File: src/rtl/core/cva_pkg.sv
package cva_pkg;

    // Widths fixed by the port list
    localparam int IN_W      = 9;
    localparam int OUT_W     = 26;
    localparam int IN_LIMIT  = 255;

    // Arctangent table, millionths of a degree, tan(a) = 2^-i
    localparam int TABLE_LEN = 14;
    localparam longint MICRO_PER_DEG = 1000000;
    localparam longint ATAN_MICRO [TABLE_LEN] = '{
        45000000, 26565000, 14036200, 7125020, 3576330, 1789910, 895174,
        447614, 223811, 111906, 55953, 27977, 13988, 6994
    };

    // floor(angle * 2^frac), evaluated at elaboration
    function automatic longint atan_entry(input int idx, input int frac);
        longint micro;
        micro = ATAN_MICRO[idx];
        return (micro <<< frac) / MICRO_PER_DEG;
    endfunction

endpackage

File: src/rtl/core/cva_step.sv
module cva_step #(
    parameter int W     = 28,
    parameter int AW    = 27,
    parameter int SHIFT = 0,
    parameter logic signed [AW-1:0] ANGLE = '0
) (
    input  logic                 clk,
    input  logic                 rst_n,
    input  logic                 in_valid,
    input  logic                 in_flag,
    input  logic signed [W-1:0]  in_cx,
    input  logic signed [W-1:0]  in_cy,
    input  logic signed [AW-1:0] in_acc,
    output logic                 out_valid,
    output logic                 out_flag,
    output logic signed [W-1:0]  out_cx,
    output logic signed [W-1:0]  out_cy,
    output logic signed [AW-1:0] out_acc
);
    logic                 valid_reg;
    logic                 flag_reg;
    logic signed [W-1:0]  cx_reg, cx_next;
    logic signed [W-1:0]  cy_reg, cy_next;
    logic signed [AW-1:0] acc_reg, acc_next;
    logic signed [W-1:0]  cx_sh, cy_sh;

    assign cx_sh = in_cx >>> SHIFT;
    assign cy_sh = in_cy >>> SHIFT;

    // rotate towards the positive first axis
    always_comb
    begin
        if (in_cy[W-1])
        begin
            cx_next  = in_cx - cy_sh;
            cy_next  = in_cy + cx_sh;
            acc_next = in_acc + ANGLE;
        end
        else
        begin
            cx_next  = in_cx + cy_sh;
            cy_next  = in_cy - cx_sh;
            acc_next = in_acc - ANGLE;
        end
    end

    always_ff @(posedge clk or negedge rst_n)
    begin
        if (!rst_n)
            valid_reg <= 1'b0;
        else
            valid_reg <= in_valid;
    end

    always_ff @(posedge clk)
    begin
        flag_reg <= in_flag;
        cx_reg   <= cx_next;
        cy_reg   <= cy_next;
        acc_reg  <= acc_next;
    end

    assign out_valid = valid_reg;
    assign out_flag  = flag_reg;
    assign out_cx    = cx_reg;
    assign out_cy    = cy_reg;
    assign out_acc   = acc_reg;

endmodule

File: src/rtl/core/cordic_vectoring_angle.sv
// Stages: one input stage, one register per CORDIC step (13 steps by default), one output.
// Throughput: one item per cycle; busy is never raised, every step has its own adders.
// Reset: rst_n clears the valid bits of all stages at once; items in flight are dropped.
// done strobes for one cycle with the angle; the receiver cannot stall.
module cordic_vectoring_angle #(
    parameter int ITERATIONS    = 13,
    parameter int FRACTION_BITS = 16
) (
    input  logic                              clk,
    input  logic                              rst_n,
    input  logic                              start,
    output logic                              busy,
    input  logic signed [cva_pkg::IN_W-1:0]   vec_x,
    input  logic signed [cva_pkg::IN_W-1:0]   vec_y,
    output logic                              done,
    output logic signed [cva_pkg::OUT_W-1:0]  angle_deg_q16
);
    import cva_pkg::*;

    // Datapath width: |vector| grows to about 255 * sqrt(2) * 1.65 < 2^10,
    // so 11 integer bits plus sign plus the fraction.
    localparam int W  = FRACTION_BITS + 12;
    // Angle accumulator: +-1024 degrees, and at least as wide as the output.
    localparam int AW = (FRACTION_BITS + 11 > OUT_W) ? FRACTION_BITS + 11 : OUT_W;
    localparam longint ONE = longint'(1) <<< FRACTION_BITS;
    localparam logic signed [AW-1:0] ACC_INIT  = AW'(-90 * ONE);
    localparam logic signed [AW-1:0] FULL_TURN = AW'(360 * ONE);
    localparam logic signed [IN_W-1:0] IN_MIN  = IN_W'(-IN_LIMIT);

    // Pipeline buses; index 0 is the input stage, index ITERATIONS the last step
    logic                 v_pipe   [0:ITERATIONS];
    logic                 f_pipe   [0:ITERATIONS];
    logic signed [W-1:0]  cx_pipe  [0:ITERATIONS];
    logic signed [W-1:0]  cy_pipe  [0:ITERATIONS];
    logic signed [AW-1:0] acc_pipe [0:ITERATIONS];

    // ---------------- input stage ----------------
    // Saturation: only the pattern -256 lies outside +-255.
    // The vector is turned by -90 degrees: (x, y) -> (y, -x), accumulator at -90.
    // A negative y has its first coordinate negated and marks the item for +360.
    logic signed [IN_W-1:0] x_sat, y_sat;
    logic signed [W-1:0]    cx_start, cx0_next, cy0_next;
    logic                   in_valid_reg;
    logic                   in_flag_reg;
    logic signed [W-1:0]    in_cx_reg, in_cy_reg;

    always_comb
    begin
        x_sat    = (vec_x < IN_MIN) ? IN_MIN : vec_x;
        y_sat    = (vec_y < IN_MIN) ? IN_MIN : vec_y;
        cx_start = W'(y_sat) <<< FRACTION_BITS;
        cy0_next = -(W'(x_sat) <<< FRACTION_BITS);
        cx0_next = y_sat[IN_W-1] ? -cx_start : cx_start;
    end

    always_ff @(posedge clk or negedge rst_n)
    begin
        if (!rst_n)
            in_valid_reg <= 1'b0;
        else
            in_valid_reg <= start & ~busy;
    end

    always_ff @(posedge clk)
    begin
        in_flag_reg <= y_sat[IN_W-1];
        in_cx_reg   <= cx0_next;
        in_cy_reg   <= cy0_next;
    end

    assign v_pipe[0]   = in_valid_reg;
    assign f_pipe[0]   = in_flag_reg;
    assign cx_pipe[0]  = in_cx_reg;
    assign cy_pipe[0]  = in_cy_reg;
    assign acc_pipe[0] = ACC_INIT;

    // ---------------- CORDIC steps, one register stage each ----------------
    for (genvar i = 0; i < ITERATIONS; i++)
    begin : g_step
        cva_step #(
            .W     (W),
            .AW    (AW),
            .SHIFT (i),
            .ANGLE (AW'(atan_entry(i, FRACTION_BITS)))
        ) u_step (
            .clk       (clk),
            .rst_n     (rst_n),
            .in_valid  (v_pipe[i]),
            .in_flag   (f_pipe[i]),
            .in_cx     (cx_pipe[i]),
            .in_cy     (cy_pipe[i]),
            .in_acc    (acc_pipe[i]),
            .out_valid (v_pipe[i+1]),
            .out_flag  (f_pipe[i+1]),
            .out_cx    (cx_pipe[i+1]),
            .out_cy    (cy_pipe[i+1]),
            .out_acc   (acc_pipe[i+1])
        );
    end

    // ---------------- output stage ----------------
    // Upper half plane: angle = -acc. Lower half: acc + 360, i.e. 180..360.
    // x and y magnitudes are not needed past the last step.
    logic signed [AW-1:0]    res;
    logic                    done_reg;
    logic signed [OUT_W-1:0] angle_reg;

    assign res = f_pipe[ITERATIONS] ? acc_pipe[ITERATIONS] + FULL_TURN
                                    : -acc_pipe[ITERATIONS];

    always_ff @(posedge clk or negedge rst_n)
    begin
        if (!rst_n)
            done_reg <= 1'b0;
        else
            done_reg <= v_pipe[ITERATIONS];
    end

    always_ff @(posedge clk)
    begin
        angle_reg <= res[OUT_W-1:0];
    end

    assign busy          = 1'b0;
    assign done          = done_reg;
    assign angle_deg_q16 = angle_reg;

    // ---------------- assertions ----------------
    // every accepted item comes out after the fixed latency
    a_latency: assert property (@(posedge clk) disable iff (!rst_n)
        start && !busy |-> ##(ITERATIONS + 2) done)
        else $error("accepted item did not emerge after pipeline latency");

    // no result without an item accepted exactly one latency earlier
    a_no_spurious: assert property (@(posedge clk) disable iff (!rst_n)
        done |-> $past(start && !busy, ITERATIONS + 2))
        else $error("result strobe without a matching accepted item");

    // the first pipeline stage only fills from an accepted item
    a_stage0: assert property (@(posedge clk) disable iff (!rst_n)
        v_pipe[0] |-> $past(start))
        else $error("input stage valid without start");

endmodule
File: config.mk
export PLATFORM = sky130hd
export DESIGN_NAME = cordic_vectoring_angle
export DESIGN_NICKNAME = d
export VERILOG_FILES = /design/src/rtl/core/cva_pkg.sv /design/src/rtl/core/cva_step.sv /design/src/rtl/core/cordic_vectoring_angle.sv
export SDC_FILE = /design/constraint.sdc
export NUM_CORES = 2
export LEC_CHECK = 0
export BUFFER_PORTS_ARGS = -buffer_cell sky130_fd_sc_hd__buf_2
export CORE_MARGIN = 2
export CORE_UTILIZATION = 52
export CTS_CLUSTER_DIAMETER = 50
export DETAILED_ROUTE_END_ITERATION = 16
export PLACE_DENSITY = 0.7
export SLEW_MARGIN = 20
export SYNTH_ARGS = -nofsm -noshare
export SYNTH_HDL_FRONTEND = slang
export SYNTH_SLANG_ARGS = --single-unit
File: constraint.sdc
create_clock -name clk -period 4.55 [get_ports clk]
set_clock_uncertainty 0.1 [all_clocks]
set_input_delay 0.455 -clock clk [delete_from_list [all_inputs] [get_ports clk]]
set_output_delay 0.455 -clock clk [all_outputs]
set_load 0.1 [all_outputs]
After elaboration in Yosys (flattened, before gate mapping)
Cells that the tools add are included.

Output and inout bits: 28. Input port bits: 21. Bits in registers: 1092.

$add $sub $neg: 73. Order comparisons: 2. Multiplexer cells: 40.

Operators with widths (count): $mux 28 (23); $mux 26 (13); $add 28x18->28 (2); $add 28x19->28 (2); $add 28x20->28 (2); $add 28x21->28 (2); $add 28x22->28 (2); $add 28x23->28 (2); $add 28x24->28 (2); $add 28x25->28 (2); $add 28x26->28 (2); $add 28x27->28 (2); $neg 25->28 (2); $sub 28x18->28 (2); $sub 28x19->28 (2); $sub 28x20->28 (2); $sub 28x21->28 (2); $sub 28x22->28 (2); $sub 28x23->28 (2); $sub 28x24->28 (2); $sub 28x25->28 (2); $sub 28x26->28 (2); $sub 28x27->28 (2); $sub 28x28->28 (2); 32 further kinds (35).

Depth between registers and ports, before layout
Word-level depth: 4. Mapped depth: 18.

Cells and area by module
Synthesis repeated with hierarchy kept, for this count alone.

Cell total of the unflattened synthesis: 11121. Area, all modules: 91574.1 um2.

By module, submodules not included: cva_step (g_step[3].u_step) (instances 1, cells each 889, area each 7110.6 um2); cva_step (g_step[10].u_step) (instances 1, cells each 861, area each 7108.1 um2); cva_step (g_step[11].u_step) (instances 1, cells each 860, area each 6994.2 um2); cva_step (g_step[9].u_step) (instances 1, cells each 843, area each 6946.7 um2); cva_step (g_step[1].u_step) (instances 1, cells each 854, area each 6941.7 um2); cva_step (g_step[5].u_step) (instances 1, cells each 833, area each 6931.6 um2); cva_step (g_step[0].u_step) (instances 1, cells each 845, area each 6825.3 um2); cva_step (g_step[4].u_step) (instances 1, cells each 815, area each 6820.3 um2); cva_step (g_step[6].u_step) (instances 1, cells each 817, area each 6760.2 um2); cva_step (g_step[8].u_step) (instances 1, cells each 809, area each 6755.2 um2); cva_step (g_step[2].u_step) (instances 1, cells each 811, area each 6749.0 um2); cva_step (g_step[12].u_step) (instances 1, cells each 820, area each 6691.4 um2); cva_step (g_step[7].u_step) (instances 1, cells each 811, area each 6652.6 um2); cordic_vectoring_angle (instances 1, cells each 253, area each 2287.2 um2).

Worst setup path before layout
OpenSTA, ideal clock, no wires.

Path kind: reg2reg. Start point: register g_step[8].u_step.cy_reg[18]. End point: register g_step[9].u_step.cx_reg[25]. Setup slack: 0.429 ns. Cell stages (with the launch flop): 15. Clock period less this slack: 4.121 ns. Arrival time: 3.885 ns. Cell sequence: dfxtp_1 -> or4_1 -> or3_4 -> nor3_4 -> nor2_1 -> xnor2_1 -> ha_1 -> or2_2 -> a21o_1 -> a31o_2 -> a211oi_1 -> a21oi_1 -> a311oi_1 -> mux2i_1 -> o2111ai_1.

Word-level cells in the longest chain between the ends: 2.

RTL lines: start: declaration (RTL line cva_step.sv:23) `logic signed [W-1:0] cy_reg, cy_next;`; start signal: assignment (RTL line cva_step.sv:59) `cy_reg <= cy_next;`; $add 28x19->28 / $sub 28x19->28 (equally long branches) (RTL line cva_step.sv:41, cva_step.sv:35); $mux 28 * (RTL line cva_step.sv:33) `if (in_cy[W-1])`; net g_step[9].u_step.cx_next[25] (RTL line cva_step.sv:22) `logic signed [W-1:0] cx_reg, cx_next;`; end signal: assignment (RTL line cva_step.sv:58) `cx_reg <= cx_next;`; end: declaration (RTL line cva_step.sv:22).

Mark *: on every way through the listed nets, which the timed path passes. The rest lies on a longest branch. A chain may end at the register's enable or synchronous reset.

Worst setup path in the final report
Same ends and word-level chain as after synthesis.

==> flow_metrics.py <==
metrics = {
    "status": {
        "outcome": "complete, no violations",
    },
    "timing": {
        "min_period_over_period": 0.9485,
        "max_slew_margin": 0.4246,
        "hold_viol": 0,
        "fmax_mhz": 231.7,
        "fin_crit_ns": 4.316,
        "worst_slew_pin_slew_ns": 0.8414,
        "setup_viol": 0,
        "maxSlewViolCount": 0,
    },
    "critical_path": {
        "startpoint_type": "flop",
        "worstPathMaxFanout": 6,
        "end_kind": "flop",
        "path_class": "flop to flop",
        "worstPathArrival_ns": 4.79,
        "cp.required_ns": 5.02,
        "regToRegSetupSlack_ns": 0.23,
    },
    "synth": {
        "synth_edf_count": 0,
        "yosys.area.top_type": "dfxtp_1",
        "synth_flop_cell": "dfxtp_1",
        "synthAdderAreaFrac": 0.1740,
        "synthMuxAreaShare": 0.009441,
        "synthTopCellsByArea": "dfxtp_1 (28%), ha_1 (17%), xnor2_1 (9.2%)",
        "avgSynthCellArea_um2": 8.610,
        "synth_compound_area_frac": 0.2056,
        "syn_inst": 6865,
        "synth-simple-area-share": 0.1510,
        "synth_top_area_frac": 0.2808,
        "synthesis.area_mm2": 0.05911,
        "synth_cell_types": 91,
        "synth-xor-area-share": 0.1449,
        "async_flop_share": 0.01777,
        "synth_top_family_by_area": "compound AO/OA/AOI/OAI gates",
        "ys_warn_count": 0,
        "ys_seq_area_frac": 0.2871,
        "yosys_register_bits": 844,
    },
    "clocking": {
        "clk_path_buf_depth": 3,
        "cts_tree": "yes",
        "insertion_delay_ns": 0.72,
        "clk_transition_reported_paths_ns": 0.06,
        "cts-root-buf": "clkbuf_16",
        "cts_buffers": 111,
        "htree_levels": 3,
        "cts.sinks": 844,
        "postCtsSetupBuffers": 0,
    },
    "route": {
        "drt_iter0_drc": 2737,
        "vias": 49059,
        "drt-total-wl_mm": 145.8,
        "first_pass_iters": 5,
        "antenna_left": 0,
        "wire_per_inst_um": 16.93,
        "post_drt_via_cell_ratio": 5.695,
        "drc": 0,
    },
    "final_layout": {
        "multi_input_area_mm2": 0.04060,
        "layout-drive-gt1-share": 0.06326,
        "final_common_cell": "dfxtp_1",
        "fin_area_mm2": 0.06578,
        "nFillCells": 10094,
        "fin_nets": 7844,
        "mostFrequentLayoutCells": "dfxtp_1 (827), ha_1 (782), a21oi_1 (642), nor2_1 (639), xnor2_1 (623)",
        "largest_reg_flops": 288,
        "area_delta_synth_final_pct": 11.28,
        "diodes": 0,
        "register_area_mm2": 0.01697,
    },
    "global_route": {
        "grt_usage": 0.2469,
        "grt_pass1_wl_mm": 239.8,
        "grt_overflow": 0,
        "grt_max_degree": 44,
        "antenna_found_initial": 1,
        "grt_pass1_vias": 47503,
    },
    "placed_design": {
        "place_area_mm2": 0.06139,
        "dp_hpwl_mm": 117.2,
        "io_buffers": 46,
        "gp_congestion": 0.9556,
    },
    "floorplan": {
        "rows": 123,
        "ios": 49,
        "die-area_mm2": 0.1164,
        "dieWidth_um": 341.2,
        "core_area_mm2": 0.1127,
        "die_y_um": 341.2,
        "start_util": 0.5247,
    },
    "worst_hold_path": {
        "hold_class": "primary input to flop",
    },
    "run": {
        "drv_cap": 0,
    },
}
-- stage by stage --
stage          setup WS [ns]    util  hold WS, ns  setup TNS [ns]  cells
3_5_place_dp          0.1337  0.5449       0.2121               0   8386
4_1_cts              0.08410  0.5830     0.003664               0   8614
2_1_floorplan         0.4289       -      0.05941               0   6869
3_3_place_gp          0.2586  0.5449       0.2109               0   8386
5_1_grt             -0.05284  0.5839      0.04060         -0.1484   8614
6_report              0.2341  0.5839      0.04642               0   8614
-- Yosys cell counts (44+ instances only) --
cell,count
a21o_1,237
a21oi_1,643
a31oi_1,99
and2_1,44
and3_1,63
clkbuf_1,81
dfxtp_1,829
ha_1,782
inv_1,335
nand2_1,336
nand2b_1,87
nand3_1,109
nor2_1,642
nor2b_1,104
nor3_1,207
nor4_1,51
o211ai_1,51
o21a_1,114
o21ai_0,298
o21bai_1,91
or3_1,54
xnor2_1,623
xor2_1,355
-- worst max-delay path, cell delays in order, from the launching register on --
cell	delay (ns)
dfxtp_1	0.35
or4_1	0.59
or3_4	0.39
nor3_4	0.20
nor2_1	0.08
xnor2_1	0.21
ha_1	0.31
or2_2	0.33
a21o_1	0.19
a31o_2	0.24
a211oi_2	0.25
a21oi_1	0.16
a311oi_1	0.29
buf_4	0.18
mux2i_1	0.20
o2111ai_1	0.13
-- kinds of logic after synthesis --
family | Yosys count
adder cells (fa/ha/maj) | 807
XOR/XNOR | 978
AND/OR/NAND/NOR | 1853
buffers and inverters | 435
flip-flops | 844
AO/OA/AOI/OAI | 1895
multiplexers | 52
other | 1
-- final timing paths --
check,startpoint,end,cells after the start
min in group asynchronous,rst_n,done$_DFF_PN0_,2
worst max-delay path,g_step[8].u_step.out_cy[18]$_DFF_P_,g_step[9].u_step.out_cx[25]$_DFF_P_,15
max in group asynchronous,rst_n,g_step[4].u_step.out_valid$_DFF_PN0_,2
worst max register to register,g_step[8].u_step.out_cy[18]$_DFF_P_,g_step[9].u_step.out_cx[25]$_DFF_P_,15
worst min-delay path,vec_x[5],in_cy_reg[27]$_DFF_P_,4
worst min register to register,in_flag_reg$_DFF_P_,g_step[0].u_step.out_flag$_DFF_P_,0
-- area by class of cell --
| class | count | share of cell area |
|---|---|---|
| clock buffer | 130 | 0.04516 |
| multi-input combinational | 5590 | 0.6173 |
| sequential | 844 | 0.2581 |
| inverter | 336 | 0.01917 |
| tap | 1500 | 0.02853 |
| clock inverter | 81 | 0.01754 |
| timing repair buffer | 133 | 0.01427 |
-- layer usage --
metal	vias to the layer above	track usage	wire length [µm]
li1	24859	-	-
met1	22929	0.3079	64980
met2	977	0.4339	69300
met3	294	0.02975	5961
met4	0	0.09352	5599
met5	-	0	0
-- timing repair --
action,4_1_cts,5_1_grt
setup endpoints to repair,0,22
hold buffers,17,0
gates resized for setup,0,23
hold endpoints to repair,35,0
Power is left out: the tool's default activity adds up to more than one toggle a clock period on the data nets, which glitch-free logic cannot reach.
